File: src/rtl/core/swm_pkg.sv
package swm_pkg;

    localparam int WINDOW_MAX = 32;
    localparam int SAMPLE_W   = 32;
    localparam int AGE_W      = $clog2(WINDOW_MAX);
    localparam int IDX_W      = AGE_W;
    localparam int LEN_W      = $clog2(WINDOW_MAX + 1);
    localparam int OUT_W      = SAMPLE_W + 1;

    localparam int APB_ADDR_W = 3;
    localparam int APB_DATA_W = 32;

    // Register index, taken from paddr above the byte offset.
    localparam logic REG_WINDOW_LEN = 1'b0;

    localparam logic [LEN_W-1:0] LEN_RESET = LEN_W'(3);

    typedef logic signed [SAMPLE_W-1:0] sample_t;

    // Broadcast to every cell in the row.
    typedef struct packed {
        logic             ins;
        logic             del;
        logic             clear;
        sample_t          sample;
        logic [AGE_W-1:0] del_age;
    } cell_ctl_t;

    // What a cell shows its left neighbor: its stored entry and its compare result.
    typedef struct packed {
        logic             vld;
        sample_t          val;
        logic [AGE_W-1:0] age;
        logic             le;
    } cell_raw_t;

    // What a cell hands its right neighbor: its entry after the removal step.
    typedef struct packed {
        logic             dle;
        logic             ble;
        logic             vld;
        sample_t          val;
        logic [AGE_W-1:0] age;
    } cell_fwd_t;

endpackage

File: src/rtl/core/swm_cell.sv
module swm_cell (
    input  logic              aclk,
    input  logic              aresetn,
    input  swm_pkg::cell_ctl_t ctl,
    input  swm_pkg::cell_fwd_t left_in,
    input  swm_pkg::cell_raw_t right_in,
    output swm_pkg::cell_raw_t raw_out,
    output swm_pkg::cell_fwd_t fwd_out
);
    import swm_pkg::*;

    logic             vld_reg;
    logic             vld_next;
    sample_t          val_reg;
    sample_t          val_next;
    logic [AGE_W-1:0] age_reg;
    logic [AGE_W-1:0] age_next;

    logic             vld_e;
    logic             le_own;
    logic             del_own;
    logic             dle;
    logic             b_vld;
    sample_t          b_val;
    logic [AGE_W-1:0] b_age;
    logic             ble;

    // A start transaction makes every stored entry invisible for this cycle.
    assign vld_e   = vld_reg & ~ctl.clear;
    assign le_own  = vld_e && (val_reg <= ctl.sample);
    assign del_own = ctl.del && vld_e && (age_reg == ctl.del_age);

    // After the removal, this position holds the right neighbor's entry if
    // the removed one sat here or further left.
    assign dle   = left_in.dle | del_own;
    assign b_vld = dle ? right_in.vld : vld_e;
    assign b_val = dle ? right_in.val : val_reg;
    assign b_age = dle ? right_in.age : age_reg;
    assign ble   = dle ? right_in.le  : le_own;

    assign raw_out = '{vld: vld_e, val: val_reg, age: age_reg, le: le_own};
    assign fwd_out = '{dle: dle, ble: ble, vld: b_vld, val: b_val, age: b_age};

    always_comb begin
        if (!ctl.ins) begin
            vld_next = b_vld;
            val_next = b_val;
            age_next = b_age;
        end else if (ble) begin
            vld_next = 1'b1;
            val_next = b_val;
            age_next = b_age + AGE_W'(1);
        end else if (left_in.ble) begin
            vld_next = 1'b1;
            val_next = ctl.sample;
            age_next = '0;
        end else begin
            vld_next = left_in.vld;
            val_next = left_in.val;
            age_next = left_in.age + AGE_W'(1);
        end
    end

    always_ff @(posedge aclk) begin
        if (!aresetn) begin
            vld_reg <= 1'b0;
        end else if (ctl.ins || ctl.del) begin
            vld_reg <= vld_next;
        end
    end

    always_ff @(posedge aclk) begin
        if (ctl.ins || ctl.del) begin
            val_reg <= val_next;
            age_reg <= age_next;
        end
    end

endmodule

File: config.mk
export PLATFORM = sky130hd
export DESIGN_NAME = swm_cell
export DESIGN_NICKNAME = d
export VERILOG_FILES = /design/src/rtl/core/swm_pkg.sv /design/src/rtl/core/swm_cell.sv
export SDC_FILE = /design/constraint.sdc
export NUM_CORES = 1
export LEC_CHECK = 0
export BUFFER_PORTS_ARGS = -buffer_cell sky130_fd_sc_hd__buf_4
export CORE_MARGIN = 1.5
export CORE_UTILIZATION = 50
export CTS_CLUSTER_DIAMETER = 150
export DETAILED_ROUTE_END_ITERATION = 10
export GPL_ROUTABILITY_DRIVEN = 0
export GPL_TIMING_DRIVEN = 0
export PLACE_DENSITY = 0.85
export SYNTH_ARGS = -nofsm -noshare
export SYNTH_HDL_FRONTEND = slang
export SYNTH_SLANG_ARGS = --single-unit
File: constraint.sdc
create_clock -name aclk -period 5 [get_ports aclk]
set_clock_uncertainty 0.1 [all_clocks]
set_input_delay 0.25 -clock aclk [delete_from_list [all_inputs] [get_ports aclk]]
set_output_delay 0.25 -clock aclk [all_outputs]
set_load 0.03 [all_outputs]
==> run_results.csv <==
group,metric,value,unit
drt,via_per_inst,5.29,
cells_and_area,drive_above_1_share,0.507,
clock_network,clk_pin_slew,0.08,ns
placed_design,place_area,5330,um2
drt,wire_per_inst,16.0,um
outcome,status,"completed",
synthesis,yosysWarnings,0,
placed_design,hpwl,8.68,mm
cells_and_area,layout_commonest_cell,"buf_4",
synthesis,synth_edf_count,37,
timing,fin_setup_tns,0,ns
synthesis,synth_flop_cell,"edfxtp_1",
clock_network,cts.sinks,38,
drt,route.detailed.drc,0,
critical_path,start_kind,"flop",
clock_network,cts_resized,0,
timing,tightest_slew,0.940,ns
power,ir_drop,0.000132,V
global_routing,grt_max_degree,38,
die,initial_core_util,0.516,
synthesis,synthArstFlopShare,0,
critical_path,criticalPathCategory,"reg2reg",
power,power_density,260,nW/um2
timing,hold_viol,0,
clock_network,cts_setup_buffers,0,
clock_network,hold_buffers,0,
critical_path,end_kind,"flop",
cells_and_area,largest_register_ffs,32,
power,cellLeakagePower,2.66,nW
synthesis,postSynthAreaPerCell,10.1,um2
critical_path,crit_fanout,10,
cells_and_area,postLayoutCellArea,5410,um2
synthesis,yosysUniqueCellTypes,48,
timing,setup_viol,0,
global_routing,grt_pass1_wl,15.9,mm
global_routing,overflow,0,
clock_network,cts_tree,"yes",
cells_and_area,num-fill-cells,536,
synthesis,syn_area,3720,um2
flow_run,max_cap_violations,0,
min_path,min_path_type,"in2reg",
critical_path,arrival,3.29,ns
drt,dr.pass1.iters,4,
drt,ant_nets,0,
synthesis,syn-num-nets,525,
synthesis,synth_cells,370,
clock_network,clockBufferDepth,2,
clock_network,clk_latency,0.28,ns
clock_network,htreeDepth,2,
clock_network,cts-root-buf,"clkbuf_8",
placed_design,io_buffer_count,198,
placed_design,preCtsSetupSlack,1.66,ns
drt,dr.first_iter.drc_count,159,
timing,max_freq,297,MHz
die,io_pins,200,
global_routing,gr-usage-all-layers,0.257,
timing,relSlewSlack,0.373,
timing,period_needed,3.36,ns
timing,rsz0062_at_grt,"false",
global_routing,grt_pass1_vias,3597,
die,dieArea,7970,um2
cells_and_area,diodes,0,
synthesis,ys_seq_area_frac,0.304,
die,fp-row-count,31,
cells_and_area,utilization,0.750,
critical_path,worstPathRequired,4.93,ns
clock_network,cts_made_buffers,5,
cells_and_area,layout-area-overhead-vs-synth,45.5,%
die,die_w,89.3,um
drt,finalWirelength,10.8,mm
global_routing,antenna_found_initial,0,
timing,slew_viol_final,0,
cells_and_area,final_nets,730,
synthesis,synth_seq_cells,38,
die,die_h,89.3,um
drt,vias,3573,
cells_and_area,final_cell_mix,"buf_4 (204), a21oi_1 (46), inv_1 (38), mux2_2 (38), nor2_1 (38)",
timing,fin_crit_sh,0.672,
timing,finalWorstSetupSlack,1.64,ns
die,design.core.area,7210,um2
-- stage by stage --
stage | hold WS [ns] | cells | total power [mW]
2_1_floorplan | 0.288 | 370 | 0.928
3_3_place_gp | 0.420 | 667 | 1.19
3_5_place_dp | 0.425 | 667 | 1.20
4_1_cts | 0.121 | 675 | 1.41
5_1_grt | 0.135 | 675 | 1.48
6_report | 0.130 | 675 | 1.41
-- critical path, stage by stage, from the launching register on --
cell and delay (ns):
edfxtp_1 0.43, ha_1 0.42, nand4_2 0.16, or4_4 0.60, nor2_2 0.14, and3b_1 0.20, a22oi_2 0.12, and3_4 0.22
nand2b_4 0.13, buf_8 0.13, buf_12 0.16, mux2_4 0.31
-- synth_stat cells (2+ instances only) --
cell,instances,area share
buf_12,3,0.016
mux2_4,30,0.12
nand3_1,6,0.0081
buf_4,6,0.012
a21oi_1,46,0.062
buf_1,3,0.0030
and3b_1,2,0.0047
mux2_2,38,0.12
nor3b_1,2,0.0040
nor3_1,4,0.0054
inv_1,38,0.038
edfxtp_1,37,0.30
or3_1,2,0.0034
a2bb2oi_1,2,0.0047
nand2_1,13,0.013
nand4_1,8,0.013
o21ai_0,5,0.0067
mux2i_1,5,0.013
nor2_1,38,0.038
a31oi_1,3,0.0050
xnor2_1,3,0.0071
nor2b_1,2,0.0034
a21boi_0,2,0.0040
clkbuf_1,9,0.0091
o211ai_1,2,0.0040
xor2_1,6,0.014
ha_1,34,0.11
-- worst paths after layout --
| check | start | endpoint | slack [ns] | cells after the start |
|---|---|---|---|---|
| worst min-delay path | aresetn | vld_reg | 0.13 | 3 |
| worst min register to register | vld_reg | vld_reg | 0.59 | 4 |
| worst max-delay path | val_reg[31] | val_reg[21] | 1.64 | 11 |
| worst max register to register | val_reg[31] | val_reg[21] | 1.64 | 11 |
-- cell families after synthesis --
logic type               count (synthesis)  share of synthesized area
multiplexers                            73                      0.250
XOR/XNOR                                 9                     0.0212
flip-flops                              38                      0.304
AND/OR/NAND/NOR                         87                      0.118
AO/OA/AOI/OAI                           68                      0.109
buffers and inverters                   61                     0.0841
adder cells (fa/ha/maj)                 34                      0.114
-- final cells by class --
class,count,area (um2),area share
buffer,23,170,0.0314
clock inverter,2,8.76,0.00162
sequential,38,1130,0.209
inverter,38,143,0.0264
clock buffer,6,72.6,0.0134
multi-input combinational,271,2280,0.421
tap,99,124,0.0229
timing repair buffer,198,1490,0.275
-- metal layers --
| layer | GRT usage | routed length, um | up-vias |
|---|---|---|---|
| met2 | 0.480 | 5540 | 143 |
| met3 | 0.0332 | 620 | 16 |
| met1 | 0.308 | 4450 | 1677 |
| met5 | 0 | 0 | - |
| li1 | - | - | 1737 |
| met4 | 0.0727 | 187 | 0 |
-- report_power, final --
part | total [mW] | internal [mW] | switching (mW)
clock network | 0.206 | 0.0961 | 0.110
registers | 0.450 | 0.411 | 0.0391
logic | 0.750 | 0.353 | 0.397
(Power assumes the default switching activity.)
